==> config.mk <==
export PLATFORM = sky130hd
export DESIGN_NAME = oid_binary_decoder_flat
export DESIGN_NICKNAME = d
export VERILOG_FILES = /design/src/oidd_pkg.sv /design/src/oidd_byte_if.sv /design/src/oidd_subid_if.sv /design/src/oidd_decode.sv /design/src/oidd_queue.sv /design/src/oid_binary_decoder.sv /design/src/flat_wrapper.sv
export SDC_FILE = /design/constraint.sdc
export NUM_CORES = 1
export LEC_CHECK = 0
export ABC_AREA = 0
export BUFFER_PORTS_ARGS = -buffer_cell sky130_fd_sc_hd__buf_2
export CORE_MARGIN = 4
export CORE_UTILIZATION = 40
export CTS_CLUSTER_DIAMETER = 30
export DETAILED_ROUTE_END_ITERATION = 12
export HOLD_SLACK_MARGIN = 0.1
export PLACE_DENSITY = 0.6
export REMOVE_ABC_BUFFERS = 1
export SETUP_SLACK_MARGIN = 0.15
export SYNTH_ARGS = -nofsm -noshare
export SYNTH_HDL_FRONTEND = slang
export SYNTH_SLANG_ARGS = --single-unit
export TNS_END_PERCENT = 50
==> constraint.sdc <==
create_clock -name clk -period 3.5 [get_ports clk]
set_input_delay 0.525 -clock clk [delete_from_list [all_inputs] [get_ports clk]]
set_output_delay 0.525 -clock clk [all_outputs]
set_load 0.03 [all_outputs]
==> src/oidd_pkg.sv <==
package oidd_pkg;

	// Byte position counter width and its saturation value
	localparam int unsigned POS_W = 11;
	localparam logic [POS_W-1:0] POS_MAX = 11'd2047;

	// Header length in bytes: count, prefix, include, reserved
	localparam logic [POS_W-1:0] HDR_BYTES = 11'd4;

	// Status codes on the closing word of an identifier
	localparam logic [1:0] ST_OK     = 2'd0;
	localparam logic [1:0] ST_SHORT  = 2'd1;
	localparam logic [1:0] ST_LENGTH = 2'd2;

	// Index of the final word of the internet prefix burst
	localparam logic [2:0] BURST_LAST = 3'd4;

	// One queued record: a single result word, or a prefix burst of five
	typedef struct packed {
		logic        burst;
		logic [31:0] subid;
		logic        has_subid;
		logic        end_of_oid;
		logic [1:0]  status;
	} oidd_rec_t;

	// Words of the burst: 1.3.6.1 followed by the prefix byte
	function automatic logic [31:0] burst_word(input logic [2:0] idx, input logic [7:0] prefix);
		logic [31:0] w;
		unique case (idx)
			3'd0: w = 32'd1;
			3'd1: w = 32'd3;
			3'd2: w = 32'd6;
			3'd3: w = 32'd1;
			default: w = {24'd0, prefix};
		endcase
		return w;
	endfunction

endpackage

==> src/oidd_byte_if.sv <==
interface oidd_byte_if;
	logic       valid;
	logic       ready;
	logic [7:0] data_byte;
	logic       last_byte;

	modport source (output valid, output data_byte, output last_byte, input ready);
	modport sink (input valid, input data_byte, input last_byte, output ready);
endinterface

==> src/oidd_subid_if.sv <==
interface oidd_subid_if;
	logic        valid;
	logic        ready;
	logic [31:0] subid;
	logic        has_subid;
	logic        end_of_oid;
	logic [1:0]  status;

	modport source (output valid, output subid, output has_subid, output end_of_oid,
		output status, input ready);
	modport sink (input valid, input subid, input has_subid, input end_of_oid,
		input status, output ready);
endinterface

==> src/oidd_decode.sv <==
module oidd_decode import oidd_pkg::*; (
	input  logic      clk,
	input  logic      arst_n,
	input  logic      take,
	input  logic [7:0] data_byte,
	input  logic      last_byte,
	output logic      busy,
	output logic      push,
	output oidd_rec_t rec
);

	logic             valid_s1;
	logic [7:0]       byte_s1;
	logic             last_s1;
	logic [POS_W-1:0] pos_q;
	logic [7:0]       count_q;
	logic [23:0]      partial_q;

	logic [POS_W-1:0] lim;
	logic [POS_W-1:0] total;
	logic             in_groups;
	logic             word_done;
	logic [31:0]      sub_word;
	logic [1:0]       st;

	// Input stage: register the accepted byte
	always_ff @(posedge clk or negedge arst_n) begin
		if (!arst_n) begin
			valid_s1 <= 1'b0;
		end else begin
			valid_s1 <= take;
		end
	end

	always_ff @(posedge clk) begin
		if (take) begin
			byte_s1 <= data_byte;
			last_s1 <= last_byte;
		end
	end

	assign busy = valid_s1;

	// Length bookkeeping and subidentifier assembly
	always_comb begin
		lim       = HDR_BYTES + {1'b0, count_q, 2'b00};
		in_groups = (pos_q >= HDR_BYTES) && (pos_q < lim);
		word_done = in_groups && (pos_q[1:0] == 2'd3);
		sub_word  = {partial_q, byte_s1};
		total     = (pos_q == POS_MAX) ? POS_MAX : pos_q + 11'd1;
		priority if (total < HDR_BYTES) st = ST_SHORT;
		else if (total != lim)         st = ST_LENGTH;
		else                           st = ST_OK;
	end

	// Build the record for this byte, if it yields one
	always_comb begin
		push = 1'b0;
		rec  = '{burst: 1'b0, subid: 32'd0, has_subid: 1'b0, end_of_oid: 1'b0,
			status: ST_OK};
		if (valid_s1) begin
			if (last_s1) begin
				push           = 1'b1;
				rec.end_of_oid = 1'b1;
				rec.status     = st;
				if (st == ST_OK && word_done) begin
					rec.subid     = sub_word;
					rec.has_subid = 1'b1;
				end
			end else if (pos_q == 11'd1 && byte_s1 != 8'd0) begin
				push          = 1'b1;
				rec.burst     = 1'b1;
				rec.subid     = {24'd0, byte_s1};
				rec.has_subid = 1'b1;
			end else if (word_done) begin
				push          = 1'b1;
				rec.subid     = sub_word;
				rec.has_subid = 1'b1;
			end
		end
	end

	// Advance the per-identifier state; clear it after the final byte
	always_ff @(posedge clk or negedge arst_n) begin
		if (!arst_n) begin
			pos_q     <= '0;
			count_q   <= '0;
			partial_q <= '0;
		end else if (valid_s1) begin
			if (last_s1) begin
				pos_q     <= '0;
				count_q   <= '0;
				partial_q <= '0;
			end else begin
				if (pos_q == '0) begin
					count_q <= byte_s1;
				end
				if (in_groups) begin
					partial_q <= word_done ? 24'd0 : {partial_q[15:0], byte_s1};
				end
				if (pos_q != POS_MAX) begin
					pos_q <= pos_q + 11'd1;
				end
			end
		end
	end

	a_restart: assert property (@(posedge clk) disable iff (!arst_n)
		valid_s1 && last_s1 |=> pos_q == '0 && partial_q == '0)
		else $error("state not cleared after final word");

	a_burst_not_end: assert property (@(posedge clk) disable iff (!arst_n)
		push && rec.burst |-> !rec.end_of_oid && rec.status == ST_OK)
		else $error("prefix burst marked as closing word");

endmodule

==> src/oidd_queue.sv <==
module oidd_queue import oidd_pkg::*; #(
	parameter int unsigned DEPTH = 4
) (
	input  logic                       clk,
	input  logic                       arst_n,
	input  logic                       push,
	input  oidd_rec_t                  rec,
	output logic [$clog2(DEPTH+1)-1:0] level,
	oidd_subid_if.source               subids
);

	localparam int unsigned PW = (DEPTH > 1) ? $clog2(DEPTH) : 1;
	localparam int unsigned CW = $clog2(DEPTH + 1);
	localparam logic [PW-1:0] PTR_LAST = PW'(DEPTH - 1);
	localparam logic [CW-1:0] LVL_FULL = CW'(DEPTH);

	oidd_rec_t     mem_q [DEPTH];
	logic [PW-1:0] wr_q;
	logic [PW-1:0] rd_q;
	logic [CW-1:0] level_q;
	logic [2:0]    idx_q;
	oidd_rec_t     head;
	logic          fire;
	logic          pop;

	assign head  = mem_q[rd_q];
	assign level = level_q;
	assign fire  = subids.valid && subids.ready;
	assign pop   = fire && (!head.burst || idx_q == BURST_LAST);

	// Present the head record, expanding a burst one word at a time
	always_comb begin
		subids.valid = level_q != '0;
		if (head.burst) begin
			subids.subid      = burst_word(idx_q, head.subid[7:0]);
			subids.has_subid  = 1'b1;
			subids.end_of_oid = 1'b0;
			subids.status     = ST_OK;
		end else begin
			subids.subid      = head.subid;
			subids.has_subid  = head.has_subid;
			subids.end_of_oid = head.end_of_oid;
			subids.status     = head.status;
		end
	end

	// Store records
	always_ff @(posedge clk) begin
		if (push) begin
			mem_q[wr_q] <= rec;
		end
	end

	// Advance pointers, fill level and burst index
	always_ff @(posedge clk or negedge arst_n) begin
		if (!arst_n) begin
			wr_q    <= '0;
			rd_q    <= '0;
			level_q <= '0;
			idx_q   <= '0;
		end else begin
			if (push) begin
				wr_q <= (wr_q == PTR_LAST) ? '0 : wr_q + 1'b1;
			end
			if (pop) begin
				rd_q <= (rd_q == PTR_LAST) ? '0 : rd_q + 1'b1;
			end
			unique case ({push, pop})
				2'b10:   level_q <= level_q + 1'b1;
				2'b01:   level_q <= level_q - 1'b1;
				default: level_q <= level_q;
			endcase
			if (fire) begin
				idx_q <= pop ? 3'd0 : idx_q + 3'd1;
			end
		end
	end

	a_no_overflow: assert property (@(posedge clk) disable iff (!arst_n)
		push |-> level_q < LVL_FULL || pop)
		else $error("record pushed into full queue");

	a_level_bound: assert property (@(posedge clk) disable iff (!arst_n)
		level_q <= LVL_FULL)
		else $error("queue level out of range");

	a_idx_burst: assert property (@(posedge clk) disable iff (!arst_n)
		idx_q != 3'd0 |-> level_q != '0 && head.burst)
		else $error("burst index set without a burst at the head");

endmodule

==> src/oid_binary_decoder.sv <==
// Binary object identifier decoder. Bytes of one encoded identifier enter on
// oid, one byte per cycle while oid.ready is high, the final byte flagged by
// last_byte; the decoded subidentifiers leave on subids. A byte enters a
// registered input stage, and the record for its result word, if any, is then
// written into the queue. A nonzero prefix byte queues one record played out
// as five words (1, 3, 6, 1, prefix), one word per cycle while the consumer
// is ready; the header and group bytes that follow yield nothing for five
// bytes, so an unstalled consumer keeps up with one byte every cycle. Input
// ready is high while the queued records plus the byte in the input stage
// number fewer than QUEUE_DEPTH, so a stalled consumer holds back the byte
// stream only once the queue is taken up. On an error the identifier closes
// with one word carrying has_subid 0 and a nonzero status; earlier words of
// that identifier are then to be discarded by the consumer.
module oid_binary_decoder import oidd_pkg::*; #(
	parameter int unsigned QUEUE_DEPTH = 4
) (
	input  logic        clk,
	input  logic        arst_n,
	oidd_byte_if.sink   oid,
	oidd_subid_if.source subids
);

	localparam int unsigned CW = $clog2(QUEUE_DEPTH + 1);

	logic          busy;
	logic          push;
	oidd_rec_t     rec;
	logic [CW-1:0] level;
	logic          take;

	// Accept while the queue has room for a record from this byte and from the one in flight
	assign oid.ready = ({1'b0, level} + {{CW{1'b0}}, busy}) < (CW+1)'(QUEUE_DEPTH);
	assign take      = oid.valid && oid.ready;

	oidd_decode u_decode (
		.clk       (clk),
		.arst_n    (arst_n),
		.take      (take),
		.data_byte (oid.data_byte),
		.last_byte (oid.last_byte),
		.busy      (busy),
		.push      (push),
		.rec       (rec)
	);

	oidd_queue #(
		.DEPTH (QUEUE_DEPTH)
	) u_queue (
		.clk    (clk),
		.arst_n (arst_n),
		.push   (push),
		.rec    (rec),
		.level  (level),
		.subids (subids)
	);

endmodule
==> src/flat_wrapper.sv <==
// flat-port wrapper written by rule: the top's interface ports become plain ports
module oid_binary_decoder_flat import oidd_pkg::*;
#(
	parameter int unsigned QUEUE_DEPTH = 4
)
  (clk, arst_n, oid_valid, oid_data_byte, oid_last_byte, oid_ready, subids_valid, subids_subid, subids_has_subid, subids_end_of_oid, subids_status, subids_ready);
  oidd_byte_if oid_i ();
  oidd_subid_if subids_i ();
  input  logic clk;
  input  logic arst_n;
  input wire logic [$bits(oid_i.valid)-1:0] oid_valid;
  input wire logic [$bits(oid_i.data_byte)-1:0] oid_data_byte;
  input wire logic [$bits(oid_i.last_byte)-1:0] oid_last_byte;
  output wire logic [$bits(oid_i.ready)-1:0] oid_ready;
  output wire logic [$bits(subids_i.valid)-1:0] subids_valid;
  output wire logic [$bits(subids_i.subid)-1:0] subids_subid;
  output wire logic [$bits(subids_i.has_subid)-1:0] subids_has_subid;
  output wire logic [$bits(subids_i.end_of_oid)-1:0] subids_end_of_oid;
  output wire logic [$bits(subids_i.status)-1:0] subids_status;
  input wire logic [$bits(subids_i.ready)-1:0] subids_ready;
  assign oid_i.valid = oid_valid;
  assign oid_i.data_byte = oid_data_byte;
  assign oid_i.last_byte = oid_last_byte;
  assign oid_ready = oid_i.ready;
  assign subids_valid = subids_i.valid;
  assign subids_subid = subids_i.subid;
  assign subids_has_subid = subids_i.has_subid;
  assign subids_end_of_oid = subids_i.end_of_oid;
  assign subids_status = subids_i.status;
  assign subids_i.ready = subids_ready;
  oid_binary_decoder #(.QUEUE_DEPTH(QUEUE_DEPTH)) u_core (.clk(clk), .arst_n(arst_n), .oid(oid_i), .subids(subids_i));
endmodule
### Word level (Yosys, flattened, before mapping)

Memory sizes are Yosys's and may differ from the RTL's.
Index checks and enable logic that the tools add are counted.

* add/sub/neg operators: 8
* order comparisons: 4
* eq/ne operators: 13
* muxes and demuxes: 33
* reductions and logical operators: 22

Operators by type and width (number)
* $mux W33: 4
* $mux W24: 3
* $mux W37: 1
* $mux W11: 3
* $mux W32: 1
* $pmux W8 S3: 1
* $mux W8: 2
* $add A11 B1 Y11 const B: 1
* $add A3 B10 Y11 const A: 1
* $eq A11 B1 Y1 const B: 1
* $eq A11 B11 Y1 const B: 1
* $ge A11 B3 Y1 const B: 1
* $logic_not A11 Y1: 1
* $lt A11 B11 Y1: 1
* $lt A11 B3 Y1 const B: 1
* $ne A11 B11 Y1: 1
* $ne A11 B11 Y1 const B: 1
* $mux W1: 10
* $mux W2: 5
* $eq A2 B2 Y1 const B: 4
* $reduce_bool A2 Y1: 4
* $reduce_bool A8 Y1: 1
* $logic_and A1 B1 Y1: 7
* $add A3 B1 Y3 const B: 2
* 17 further kinds: 22

* flip-flop bits (word level): 63
* RAM bits: 148
* input port bits: 13
* output and inout port bits: 38
* logic and storage cells: 91
* memories: 1

Memories
* u_core.u_queue.mem_q: depth 4, width 37, read ports 1, clocked after memory_dff 0, wr ports 1, line oidd_queue.sv:17 `oidd_rec_t mem_q [DEPTH];`

### Longest topological paths before layout

Gate-level depths: netlist of run 1.

* word-level depth: 10
* gate-level depth with buffers: 17
* gate-level depth less buffers: 17

### Hierarchy

From an unflattened synthesis of run 1, not the netlist that was laid out.

* cells, all modules: 636
* area, all modules: 9596.7 µm²

By module, submodules not included
* oidd_queue: times used 1, cells each 302, area an instance 6281.0 µm², seq. area each 4694.5 µm²
* oidd_decode: times used 1, cells each 331, area an instance 3296.9 µm², seq. area each 1371.3 µm²
* oid_binary_decoder: times used 1, cells each 3, area an instance 18.8 µm², seq. area each 0.0 µm²

### Worst setup path before layout of run 1

Ideal clock, no wire load.

* path kind: reg-to-reg
* from: register u_core.u_decode.count_q[0]
* to: memory u_core.u_queue.mem_q[3][0] (netlist name) (enable)
* library setup time: 0.398 ns
* arrival: 3.297 ns
* data required time: 3.102 ns
* setup slack: -0.195 ns
* stages on the path, launching flop included: 12
* clock period less this slack: 3.695 ns
* path through: dfrtp_1 -> ha_1 -> nand2_1 -> xor2_1 -> ha_1 -> a21o_1 -> a21o_1 -> a21oi_1 -> o2111a_1 -> nor2b_1 -> a21boi_1 -> and2_1

* cells in the longest elaborated chain, start to end: 10

Ends and longest elaborated chain
* from (decl): line oidd_decode.sv:16 `logic [7:0] count_q;`
* from (signal assigned): line oidd_decode.sv:96 `count_q <= byte_s1;`
* $add A3 B10 Y11: line oidd_decode.sv:46 `lim = HDR_BYTES + {1'b0, count_q, 2'b00};`
* $lt A11 B11 Y1: line oidd_decode.sv:47 `in_groups = (pos_q >= HDR_BYTES) && (pos_q < lim);`
* $logic_and A1 B1 Y1: line oidd_decode.sv:47
* $logic_and A1 B1 Y1: line oidd_decode.sv:48 `word_done = in_groups && (pos_q[1:0] == 2'd3);`
* $mux W1: line oidd_decode.sv:75 `end else if (word_done) begin`
* $mux W1: line oidd_decode.sv:70 `end else if (pos_q == 11'd1 && byte_s1 != 8'd0) begin`
* $mux W1: line oidd_decode.sv:62 `if (last_s1) begin`
* $mux W1: line oidd_decode.sv:61 `if (valid_s1) begin`
* $mux W1: line oidd_queue.sv:49 `if (push) begin`
* $mux W1 (implied by the code): line oidd_queue.sv:50 `mem_q[wr_q] <= rec;`
* to (decl): line oidd_queue.sv:17

No other way between the ends.

==> results of run 1 <==
sequential cells by signal, summed over array words and instances, names as in the netlist:
register                   flops
u_core.u_queue.mem_q         148
u_core.u_decode.partial_q     24
u_core.u_decode.pos_q         11
u_core.u_decode.byte_s1        8
u_core.u_decode.count_q        8
u_core.u_queue.idx_q           3
u_core.u_queue.level           3
u_core.u_queue.rd_q            2
u_core.u_queue.wr_q            2
u_core.u_decode.busy           1
u_core.u_decode.last_s1        1
power by group:
group	switching (mW)	total (mW)	internal, mW
sequential	0.237	3.30	3.06
combinational	1.92	3.20	1.28
clock	1.36	4.31	2.95
per-layer routing:
metal  up-vias  GRT usage
met2       146      0.281
met5         -          0
li1       2824          -
met1      3059      0.212
met3        45     0.0314
met4         0     0.0492
synthesized netlist by cell type (3+ instances only):
| cell | instances | area, um2 |
|---|---|---|
| sky130_fd_sc_hd__nand4_1 | 5 | 31.3 |
| sky130_fd_sc_hd__and3_1 | 11 | 68.8 |
| sky130_fd_sc_hd__nand2_1 | 89 | 334 |
| sky130_fd_sc_hd__xnor2_1 | 13 | 114 |
| sky130_fd_sc_hd__buf_1 | 3 | 11.3 |
| sky130_fd_sc_hd__edfxtp_1 | 157 | 4710 |
| sky130_fd_sc_hd__a21oi_1 | 16 | 80.1 |
| sky130_fd_sc_hd__nor3_1 | 8 | 40.0 |
| sky130_fd_sc_hd__o21a_1 | 4 | 30.0 |
| sky130_fd_sc_hd__mux2i_1 | 3 | 30.0 |
| sky130_fd_sc_hd__nand3_1 | 14 | 70.1 |
| sky130_fd_sc_hd__inv_1 | 18 | 67.6 |
| sky130_fd_sc_hd__a21o_1 | 3 | 22.5 |
| sky130_fd_sc_hd__o21ai_2 | 21 | 184 |
| sky130_fd_sc_hd__dfrtp_1 | 54 | 1350 |
| sky130_fd_sc_hd__buf_6 | 3 | 33.8 |
| sky130_fd_sc_hd__nor2_1 | 24 | 90.1 |
| sky130_fd_sc_hd__nor4_1 | 3 | 18.8 |
| sky130_fd_sc_hd__clkbuf_1 | 22 | 82.6 |
| sky130_fd_sc_hd__ha_1 | 23 | 288 |
| sky130_fd_sc_hd__mux4_2 | 37 | 833 |
| sky130_fd_sc_hd__a22o_1 | 33 | 289 |
| sky130_fd_sc_hd__xor2_1 | 9 | 78.8 |
| sky130_fd_sc_hd__nand2b_1 | 3 | 18.8 |
| sky130_fd_sc_hd__and2_1 | 7 | 43.8 |
| sky130_fd_sc_hd__o21ai_0 | 12 | 60.1 |
| sky130_fd_sc_hd__mux2_2 | 4 | 45.0 |
| sky130_fd_sc_hd__or3_1 | 3 | 18.8 |
| sky130_fd_sc_hd__nor2b_1 | 30 | 188 |
| sky130_fd_sc_hd__or2_2 | 3 | 18.8 |
| sky130_fd_sc_hd__o2bb2ai_2 | 8 | 120 |
| sky130_fd_sc_hd__buf_2 | 11 | 55.1 |
timing repair:
item / 4_1_cts / 5_1_grt
endpoints found under the hold margin: 29 / 0
pin swaps: 5 / 9
hold buffers: 1 / 0
gates resized for setup: 7 / 7
gates cloned: 0 / 0
setup buffers: 10 / 5
endpoints found under the setup margin: 5 / 195
worst reg2reg max path, cell delays in order (launching register included):
cell and delay [ps]:
sky130_fd_sc_hd__dfrtp_1 590, sky130_fd_sc_hd__nand2_1 270, sky130_fd_sc_hd__o311a_1 360, sky130_fd_sc_hd__a21oi_1 250
sky130_fd_sc_hd__xor2_1 210, sky130_fd_sc_hd__nand3_1 90, sky130_fd_sc_hd__or4_2 740, sky130_fd_sc_hd__buf_4 280
sky130_fd_sc_hd__o21ai_2 260
area by class of cell:
class,instances,area [um2],share of cell area
clock buffer,52,1180,0.0963
multi-input combinational,418,3490,0.285
timing repair buffer,96,673,0.0548
sequential,211,6070,0.494
inverter,18,67.6,0.00551
tap,319,399,0.0325
clock inverter,30,390,0.0318
how the worst max path moves through the flow:
stage | to | slack [ps]
detailed placement | u_core.u_queue.level[2] | 20
finish | u_core.u_queue.mem_q[0][24] | 260
global route | u_core.u_queue.level[2] | 90
global placement | u_core.u_queue.mem_q[2][12] | 90
CTS | u_core.u_queue.level[2] | 140
floorplan | u_core.u_queue.level[2] | -450
metrics by stage:
| stage | TNS, ps | cell area (um2) | hold WS, ps |
|---|---|---|---|
| 3_3_place_gp | 0 | 10500 | 477 |
| 6_report | 0 | 12300 | 177 |
| 5_1_grt | 0 | 12300 | 162 |
| 3_5_place_dp | 0 | 10500 | 488 |
| 4_1_cts | 0 | 12200 | 155 |
| 2_1_floorplan | -33280 | 9570 | 229 |
logic make-up (layout without fill, tap and decap cells):
group	Yosys count	after routing
and+or+nand+nor	210	210
xor gates and xnor gates	22	22
muxes	44	44
buffers and inverters	57	196
adders and majority gates	24	24
AOI/OAI and AO/OA	118	118
DFF	211	211
==> flow_metrics.env, run 1 <==
export IMPL_status="finished clean"
export IMPL_crit_required_ps=3840
export IMPL_dr_max_layer_used="met4"
export IMPL_drc=0
export IMPL_gp_routability_congestion=0.925
export IMPL_crit_slowest_cell="sky130_fd_sc_hd__or4_2"
export IMPL_asyncSetResetFlopFracSynth=0.256
export IMPL_syn_inst=686
export IMPL_post_route_util=0.517
export IMPL_io_pins=51
export IMPL_die_h_um=164
export IMPL_cts_inserted_buffers=44
export IMPL_reg2regPathDepth=8
export IMPL_placement_io_buffers=50
export IMPL_final_cell_mix="sky130_fd_sc_hd__edfxtp_1 (157), sky130_fd_sc_hd__nand2_1 (89), sky130_fd_sc_hd__dfrtp_1 (53), sky130_fd_sc_hd__buf_2 (50), sky130_fd_sc_hd__clkbuf_16 (45)"
export IMPL_r2r_setup_slack_ps=260
export IMPL_synth_mux_area_frac=0.0932
export IMPL_cellPowerDensity_nw_per_um2=881
export IMPL_final_setup_viol_count=0
export IMPL_dr_first_iter_drc_count=367
export IMPL_grt_pass1_wl_mm=34.5
export IMPL_antenna_diode_count=0
export IMPL_worstReg2RegStart="u_core.u_decode.pos_q[10]"
export IMPL_worstSetupPathType="register to register"
export IMPL_critPathLaunch="u_core.u_decode.pos_q[10]"
export IMPL_die_area_um2=26900
export IMPL_layout_cells_non_filler=1144
export IMPL_drt_first_pass_iters=5
export IMPL_worstPathMaxFanout=16
export IMPL_final_nets=826
export IMPL_min_from="oid_data_byte[5]"
export IMPL_dpl_worst_slack_ps=21.5
export IMPL_clk_insertion_delay_late_ps=520
export IMPL_cp_end_kind="register"
export IMPL_timing_critical_path_from_type="register"
export IMPL_first_global_vias=6258
export IMPL_layout_commonest_cell="sky130_fd_sc_hd__edfxtp_1"
export IMPL_initial_utilization=0.411
export IMPL_grt_total_usage=0.164
export IMPL_post_synth_instance_area_um2=9750
export IMPL_timing_critical_path_max_delay_family="simple AND/OR/NAND/NOR gates"
export IMPL_edff_count_synth=157
export IMPL_postRouteAntennaNets=0
export IMPL_hold_path_class="input pin to register"
export IMPL_cellLeakagePower_nw=4.61
export IMPL_gr_total_overflow=0
export IMPL_reg2reg_to="u_core.u_queue.mem_q[0][24]"
export IMPL_numClockSinks=211
export IMPL_cp_slowest_stage_delay_ps=740
export IMPL_rsz0062_at_grt="true"
export IMPL_avgSynthCellArea_um2=14.2
export IMPL_dr_total_vias=6074
export IMPL_yosys_warnings=0
export IMPL_cts_root_buffer="sky130_fd_sc_hd__clkbuf_16"
export IMPL_crit_arrival_ps=3580
export IMPL_post_dp_hpwl_mm=13.3
export IMPL_max_cap_violations=0
export IMPL_clkSlewWorstSetupHoldPaths_ps=50
export IMPL_slew_violations=0
export IMPL_synth_compound_gate_area_share=0.101
export IMPL_vdd_ir_drop_worst_mv=0.419
export IMPL_post_synth_and_or_nand_nor_area_fraction=0.107
export IMPL_grt_max_degree=40
export IMPL_hold_path_endpoint="u_core.u_decode.byte_s1[5]"
export IMPL_die_width_um=164
export IMPL_hold_path_cell_count=1
export IMPL_vias_per_cell=5.31
export IMPL_fmax_ghz=0.309
export IMPL_fp_rows=56
export IMPL_fillCellCount=1975
export IMPL_maximum_number_of_buffers_from_clock_root_to_sink=3
export IMPL_antenna_violations_before_repair=0
export IMPL_combinational_family_with_the_most_area_after_synthesis="simple AND/OR/NAND/NOR gates"
export IMPL_synthAdderAreaFrac=0.0316
export IMPL_numPlacedInstances=1046
export IMPL_hold_viol_final=0
export IMPL_tritoncts_clock_tree="built"
export IMPL_worstSetupPathDepth=8
export IMPL_area_delta_synth_final_pct=25.9
export IMPL_dr_wl_met3_mm=1.13
export IMPL_post_route_worst_setup_slack_ps=264
export IMPL_layout_worst_path_cycle_share=0.925
export IMPL_finalPower_mw=10.8
export IMPL_finalWirelength_mm=21.7
export IMPL_seq_area_frac_synth=0.622
export IMPL_xor_xnor_share_of_the_synthesized_area=0.0198
export IMPL_design_core_area_um2=23800
export IMPL_max_slew_margin=0.489
export IMPL_drt_met1_wl_mm=9.22
export IMPL_ctsHtreeMaxLevel=2
export IMPL_timing_critical_path_buf_inv=1
export IMPL_routed_wire_length_per_instance_um=19.0
export IMPL_synth_seq_cells=211
export IMPL_final_layout_size_suffix_gt1_frac=0.320
export IMPL_synth_distinct_cells=58
export IMPL_worst_slew_pin_slew_ps=766
export IMPL_period_needed_ps=3240
export IMPL_synth_top_flop_cell="sky130_fd_sc_hd__edfxtp_1"
export IMPL_crit_chain="nand2_1, o311a_1, a21oi_1, xor2_1, nand3_1, or4_2, buf_4, o21ai_2"
export IMPL_wl_met2_mm=10.9
export IMPL_final_setup_skew_ps=12.9
Power figures use the tool's default switching activity.
==> run 2, diff against run 1 <==
--- a/config.mk
+++ b/config.mk
@@ -14,3 +14,2 @@
 export HOLD_SLACK_MARGIN = 0.1
-export PLACE_DENSITY = 0.6
 export REMOVE_ABC_BUFFERS = 1
--- a/constraint.sdc
+++ b/constraint.sdc
@@ -3,2 +3,2 @@
 set_output_delay 0.525 -clock clk [all_outputs]
-set_load 0.03 [all_outputs]
+set_load 0.1 [all_outputs]
==> run 2 against run 1 <==
  * Worst hold slack improved by 13 ps
  * Maximum frequency fell by 1.2%
  * Highest routed layer unchanged
  * Combinational power rose by 80%
  * Critical endpoint is now u_core.u_queue.level[2]
  * Cell area rose by 2.8%
  * Non-clock buffer count fell by 9
  * Cell count fell by 0.96%
  * Wire length rose by 1.8%
==> flow_metrics.env, run 2 (synthesis results as in run 1) <==
export IMPL_status="finished clean"
export IMPL_dr_total_vias=6073
export IMPL_final_setup_skew_ps=19.3
export IMPL_final_layout_size_suffix_gt1_frac=0.312
export IMPL_die_width_um=164
export IMPL_dr_first_iter_drc_count=348
export IMPL_gr_total_overflow=0
export IMPL_finalWirelength_mm=22.1
export IMPL_die_h_um=164
export IMPL_layout_commonest_cell="sky130_fd_sc_hd__edfxtp_1"
export IMPL_cp_end_kind="register"
export IMPL_max_slew_margin=0.466
export IMPL_largest_register_ff_count=148
export IMPL_antenna_violations_before_repair=0
export IMPL_clk_insertion_delay_late_ps=520
export IMPL_setup_tns_ps=0
export IMPL_period_needed_ps=3280
export IMPL_vdd_ir_drop_worst_mv=0.650
export IMPL_grt_total_usage=0.166
export IMPL_hold_path_class="input pin to register"
export IMPL_initial_utilization=0.411
export IMPL_routed_wire_length_per_instance_um=19.5
export IMPL_gp_routability_congestion=0.864
export IMPL_first_global_vias=6441
export IMPL_drt_met1_wl_mm=9.12
export IMPL_biggestRegsByFlops="u_core.u_queue.mem_q (148), u_core.u_decode.partial_q (24), u_core.u_decode.pos_q (11)"
export IMPL_reg2reg_to="u_core.u_queue.level[2]"
export IMPL_fillCellCount=1956
export IMPL_fp_rows=56
export IMPL_tritoncts_clock_tree="built"
export IMPL_antenna_diode_count=0
export IMPL_layout_cells_non_filler=1133
export IMPL_grt_pass1_wl_mm=35.0
export IMPL_post_route_worst_setup_slack_ps=224
export IMPL_holdWs_ps=189
export IMPL_numPlacedInstances=1044
export IMPL_fmax_ghz=0.305
export IMPL_reg2regPathDepth=16
export IMPL_postRouteAntennaNets=0
export IMPL_rsz0062_at_grt="true"
export IMPL_cts_root_buffer="sky130_fd_sc_hd__clkbuf_16"
export IMPL_clkSlewWorstSetupHoldPaths_ps=50
export IMPL_final_nets=816
export IMPL_finalPower_mw=12.9
export IMPL_cellPowerDensity_nw_per_um2=1020
export IMPL_final_setup_viol_count=0
export IMPL_drt_first_pass_iters=4
export IMPL_worstSetupPathType="register to register"
export IMPL_cellLeakagePower_nw=4.65
export IMPL_area_delta_synth_final_pct=29.4
export IMPL_timing_critical_path_from_type="register"
export IMPL_cts_inserted_buffers=43
export IMPL_worstReg2RegStart="u_core.u_decode.count_q[4]"
export IMPL_crit_arrival_ps=3710
export IMPL_final_cell_mix="sky130_fd_sc_hd__edfxtp_1 (157), sky130_fd_sc_hd__nand2_1 (89), sky130_fd_sc_hd__dfrtp_1 (51), sky130_fd_sc_hd__clkbuf_16 (46), sky130_fd_sc_hd__buf_12 (42)"
export IMPL_biggest_register="u_core.u_queue.mem_q"
export IMPL_slew_violations=0
export IMPL_design_core_area_um2=23800
export IMPL_placement_io_buffers=50
export IMPL_grt_max_degree=40
export IMPL_drc=0
export IMPL_max_cap_violations=0
export IMPL_r2r_setup_slack_ps=220
export IMPL_hold_viol_final=0
export IMPL_dr_max_layer_used="met4"
export IMPL_critPathLaunch="u_core.u_decode.count_q[4]"
export IMPL_post_dp_hpwl_mm=13.5
export IMPL_dpl_worst_slack_ps=61.7
export IMPL_die_area_um2=26900
export IMPL_hold_path_cell_count=1
export IMPL_worst_slew_pin_slew_ps=801
export IMPL_worstPathMaxFanout=4
export IMPL_dr_wl_met3_mm=1.12
export IMPL_maximum_number_of_buffers_from_clock_root_to_sink=3
export IMPL_endpoint="u_core.u_queue.level[2]"
export IMPL_layout_worst_path_cycle_share=0.936
export IMPL_crit_required_ps=3930
export IMPL_io_pins=51
export IMPL_ctsHtreeMaxLevel=2
export IMPL_wl_met2_mm=11.4
export IMPL_numClockSinks=211
export IMPL_vias_per_cell=5.36
-- run 2: changes by cell type in the layout (fill, tap and decap cells not counted), sizes merged --
cell / change
bufinv: -6
inv: -3
clkinvlp: +2
buf: -9
clkinv: -1
clkbuf: +6
-- run 2: area by class of cell --
class | count | area, um2 | area share
Tap cell | 319 | 399 | 0.0316
Sequential cell | 211 | 6070 | 0.481
Inverter | 18 | 67.6 | 0.00536
Timing Repair Buffer | 87 | 1150 | 0.0909
Multi-Input combinational cell | 418 | 3510 | 0.279
Clock inverter | 22 | 181 | 0.0144
Clock buffer | 58 | 1240 | 0.0980
-- run 2: worst min-delay path by stage --
| stage | start | endpoint | slack [ps] |
|---|---|---|---|
| 2_1_floorplan | arst_n | u_core.u_decode.busy | 230 |
| 3_5_place_dp | u_core.u_queue.level[2] | u_core.u_queue.level[2] | 490 |
| 5_1_grt | oid_data_byte[5] | u_core.u_decode.byte_s1[5] | 170 |
| 6_report | oid_data_byte[5] | u_core.u_decode.byte_s1[5] | 190 |
| 4_1_cts | oid_data_byte[6] | u_core.u_decode.byte_s1[6] | 170 |
| 3_3_place_gp | u_core.u_queue.level[2] | u_core.u_queue.level[2] | 470 |
-- run 2: through the flow --
step           cell area, um2  utilization
2_1_floorplan            9570            -
3_3_place_gp            11100        0.465
3_5_place_dp            11100        0.465
4_1_cts                 12500        0.528
5_1_grt                 12600        0.531
6_report                12600        0.531
-- run 2: metal layers --
metal | GRT usage | vias up
li1 | - | 2798
met4 | 0.0496 | 0
met3 | 0.0304 | 38
met5 | 0 | -
met2 | 0.288 | 169
met1 | 0.214 | 3068
-- run 2: worst max-delay path, stage by stage (launching register included) --
cell and delay (ps):
sky130_fd_sc_hd__dfrtp_1 410, sky130_fd_sc_hd__and4_4 250, sky130_fd_sc_hd__nand4_1 150, sky130_fd_sc_hd__xor2_2 220
sky130_fd_sc_hd__ha_1 310, sky130_fd_sc_hd__nand4_1 110, sky130_fd_sc_hd__or2_4 250, sky130_fd_sc_hd__o2111a_1 260
sky130_fd_sc_hd__nor2b_2 150, sky130_fd_sc_hd__a21boi_2 80, sky130_fd_sc_hd__inv_2 90, sky130_fd_sc_hd__ha_4 130
sky130_fd_sc_hd__inv_1 50, sky130_fd_sc_hd__fa_2 330, sky130_fd_sc_hd__xor2_1 140, sky130_fd_sc_hd__nor2_1 110
sky130_fd_sc_hd__xor2_1 150
-- run 2: power by group --
part / internal, mW / leakage [nW] / switching (mW) / total (mW)
registers: 3.07 / 2.18 / 0.250 / 3.32
clock network: 2.56 / 0.677 / 1.27 / 3.83
logic: 2.10 / 1.79 / 3.66 / 5.76
-- run 2: timing repair --
item                                    CTS  global route
buffers inserted                          6             2
pin swaps                                 4             9
hold buffers                              1             0
hold endpoints to repair                 19             0
gates resized for setup                   3            15
endpoints found under the setup margin   34           279
==> run 3, diff against run 2 <==
- CORE_MARGIN: 4 -> 5
- SLEW_MARGIN: default -> 20
- SYNTH_HIERARCHICAL: default -> 1
==> run 3 against run 2 <==
  * Sequential power hardly changed
  * Worst setup slack got worse by 110 ps
  * Largest power group unchanged
  * Flip-flop and latch count did not move
  * Wire length up 2.3%
  * Synthesized area is 1.6% lower
  * Via count decreased by 2.0%
  * Combinational power increased by 6.8%
  * Critical path depth fell by 1
  * Count of clock-buffer cells in the layout shrank 9
  * Critical endpoint is now u_core/u_queue/mem_q[2][12]
  * Sequential share of layout area is 1.4 points lower
  * Global-route usage increased by 0.53 points
==> flow_metrics.env, run 3 <==
export IMPL_cts_inserted_buffers=40
export IMPL_hold_path_cell_count=1
export IMPL_max_slew_margin=0.391
export IMPL_biggest_register="u_core/u_queue/mem_q"
export IMPL_first_global_vias=6372
export IMPL_final_setup_viol_count=0
export IMPL_timing_critical_path_max_delay_family="simple AND/OR/NAND/NOR gates"
export IMPL_post_synth_top_count_cell="sky130_fd_sc_hd__edfxtp_1"
export IMPL_worstReg2RegStart="u_core/u_decode/count_q[2]"
export IMPL_endpoint="u_core/u_queue/mem_q[2][12]"
export IMPL_drt_first_pass_iters=4
export IMPL_syn_inst=636
export IMPL_asyncSetResetFlopFracSynth=0.256
export IMPL_timing_critical_path_buf_inv=5
export IMPL_ys_top_cells_by_count="sky130_fd_sc_hd__edfxtp_1 (157), sky130_fd_sc_hd__dfrtp_1 (54), sky130_fd_sc_hd__mux4_2 (37), sky130_fd_sc_hd__a22o_1 (32), sky130_fd_sc_hd__nor2b_1 (28)"
export IMPL_critPathLaunch="u_core/u_decode/count_q[2]"
export IMPL_synth_seq_cells=211
export IMPL_io_pins=51
export IMPL_fp_rows=56
export IMPL_final_cell_mix="sky130_fd_sc_hd__edfxtp_1 (157), sky130_fd_sc_hd__dfrtp_1 (51), sky130_fd_sc_hd__buf_12 (49), sky130_fd_sc_hd__buf_4 (46), sky130_fd_sc_hd__clkbuf_16 (42)"
export IMPL_initial_utilization=0.408
export IMPL_r2r_setup_slack_ps=120
export IMPL_gp_routability_congestion=0.879
export IMPL_ctsHtreeMaxLevel=2
export IMPL_routed_wire_length_per_instance_um=20.3
export IMPL_holdWs_ps=205
export IMPL_timing_critical_path_from_type="register"
export IMPL_design_core_area_um2=23500
export IMPL_stdcell_area_um2=13000
export IMPL_gr_total_overflow=0
export IMPL_die_area_um2=27200
export IMPL_placement_io_buffers=50
export IMPL_final_nets=798
export IMPL_setup_tns_ps=0
export IMPL_tritoncts_clock_tree="built"
export IMPL_crit_required_ps=3880
export IMPL_cts_root_buffer="sky130_fd_sc_hd__clkbuf_16"
export IMPL_worst_slew_pin_slew_ps=913
export IMPL_antenna_diode_count=0
export IMPL_seq_area_frac_synth=0.632
export IMPL_largest_register_ff_count=148
export IMPL_synth_distinct_cells=68
export IMPL_antenna_violations_before_repair=0
export IMPL_vdd_ir_drop_worst_mv=0.646
export IMPL_fmax_ghz=0.296
export IMPL_drc=0
export IMPL_yosysTopAreaCellShare=0.491
export IMPL_cp_slowest_stage_delay_ps=560
export IMPL_worstSetupPathDepth=15
export IMPL_synth_area_leaders="sky130_fd_sc_hd__edfxtp_1 (49%), sky130_fd_sc_hd__dfrtp_1 (14%), sky130_fd_sc_hd__mux4_2 (8.7%), sky130_fd_sc_hd__ha_1 (3.0%), sky130_fd_sc_hd__a22o_1 (2.9%)"
export IMPL_crit_slowest_cell="sky130_fd_sc_hd__or4_4"
export IMPL_die_h_um=165
export IMPL_layout_worst_path_cycle_share=0.966
export IMPL_area_delta_synth_final_pct=35.4
export IMPL_avgSynthCellArea_um2=15.1
export IMPL_final_setup_skew_ps=24.0
export IMPL_worstSetupPathType="register to register"
export IMPL_finalWirelength_mm=22.6
export IMPL_slew_violations=0
export IMPL_post_dp_hpwl_mm=14.5
export IMPL_hold_path_class="input pin to register"
export IMPL_cellLeakagePower_nw=4.71
export IMPL_numClockSinks=211
export IMPL_grt_total_usage=0.172
export IMPL_postRouteAntennaNets=0
export IMPL_post_dp_cell_area_um2=11100
export IMPL_grt_pass1_wl_mm=36.2
export IMPL_post_synth_instance_area_um2=9600
export IMPL_crit_arrival_ps=3760
export IMPL_dr_total_vias=5951
export IMPL_reg2regPathDepth=15
export IMPL_crit_chain="and4_4, nand4_1, xor2_1, ha_1, nand2_1, o21ai_1, or4_4, buf_6, nor4b_4, buf_4, nand4_4, buf_12, buf_12, a21boi_2, buf_4"
export IMPL_hold_viol_final=0
export IMPL_vias_per_cell=5.36
export IMPL_edff_count_synth=157
export IMPL_yosys_warnings=6
export IMPL_grt_max_degree=40
export IMPL_maximum_number_of_buffers_from_clock_root_to_sink=3
export IMPL_clkSlewWorstSetupHoldPaths_ps=40
export IMPL_cellPowerDensity_nw_per_um2=1000
export IMPL_die_width_um=165
export IMPL_max_cap_violations=0
export IMPL_rsz0062_at_grt="true"
export IMPL_period_needed_ps=3380
export IMPL_biggestRegsByFlops="u_core/u_queue/mem_q (148), u_core/u_decode/partial_q (24), u_core/u_decode/pos_q (11)"
export IMPL_status="finished clean"
export IMPL_layout_commonest_cell="sky130_fd_sc_hd__edfxtp_1"
export IMPL_dr_first_iter_drc_count=333
export IMPL_synth_top_flop_cell="sky130_fd_sc_hd__edfxtp_1"
export IMPL_cp_end_kind="register"
export IMPL_netlist_top_cell_by_area="sky130_fd_sc_hd__edfxtp_1"
export IMPL_clk_insertion_delay_late_ps=520
export IMPL_reg2reg_to="u_core/u_queue/mem_q[2][12]"
export IMPL_final_layout_size_suffix_gt1_frac=0.370
export IMPL_worstPathMaxFanout=8
## run 3: report_power, final
group,internal (mW),switching (mW),total (mW)
Clock,2.35,1.23,3.57
Sequential,3.06,0.254,3.31
Combinational,2.33,3.81,6.15
## run 3: worst min path at each step
stage | from | endpoint | slack (ps)
after floorplan | arst_n | u_core/u_decode/busy | 230
after global placement | arst_n | u_core/u_queue/level[2] | 450
after detailed placement | arst_n | u_core/u_queue/level[2] | 460
after CTS | oid_data_byte[1] | u_core/u_decode/byte_s1[1] | 190
after global routing | oid_data_byte[0] | u_core/u_decode/byte_s1[0] | 180
final | oid_last_byte | u_core/u_decode/last_s1 | 210
## run 3: cells by family after synthesis
kind of cell,synth area share
and+or+nand+nor,0.0837
adders and majority gates,0.0321
DFF,0.632
buffers and inverters,0.0304
muxes,0.0915
AOI/OAI and AO/OA,0.116
xor gates and xnor gates,0.0146
## run 3: metrics by stage
stage           util  setup WS (ps)  std cells  total power, mW
3_5_place_dp   0.470           -106       1016             9.28
5_1_grt        0.552          -94.8       1111             13.6
4_1_cts        0.544            101       1104             13.0
6_report       0.552            119       1111             13.0
3_3_place_gp   0.470           50.1       1016             9.22
2_1_floorplan      -          -1810        601             7.12
## run 3: metal layers
metal	GRT usage	routed length [um]	vias up
met3	0.0337	946	33
met5	0	0	-
met4	0.0461	380	0
met1	0.229	9990	3054
met2	0.289	11300	132
li1	-	-	2732
## run 3: layout make-up
| cell class | count | area, um2 |
|---|---|---|
| clock buffer | 49 | 1040 |
| inverter | 21 | 78.8 |
| multi-input combinational | 369 | 3630 |
| sequential | 211 | 6070 |
| clock inverter | 24 | 229 |
| tap | 319 | 399 |
| fill | 1898 | 10500 |
| timing repair buffer | 118 | 1540 |
## run 3: timing repair
| action | in CTS | in global routing |
|---|---|---|
| hold buffers | 1 | 0 |
| gates cloned | 3 | 1 |
| endpoints found under the hold margin | 12 | 0 |
| setup buffers | 11 | 6 |
| endpoints found under the setup margin | 282 | 285 |
| pin swaps | 7 | 19 |
| resized for setup | 68 | 30 |
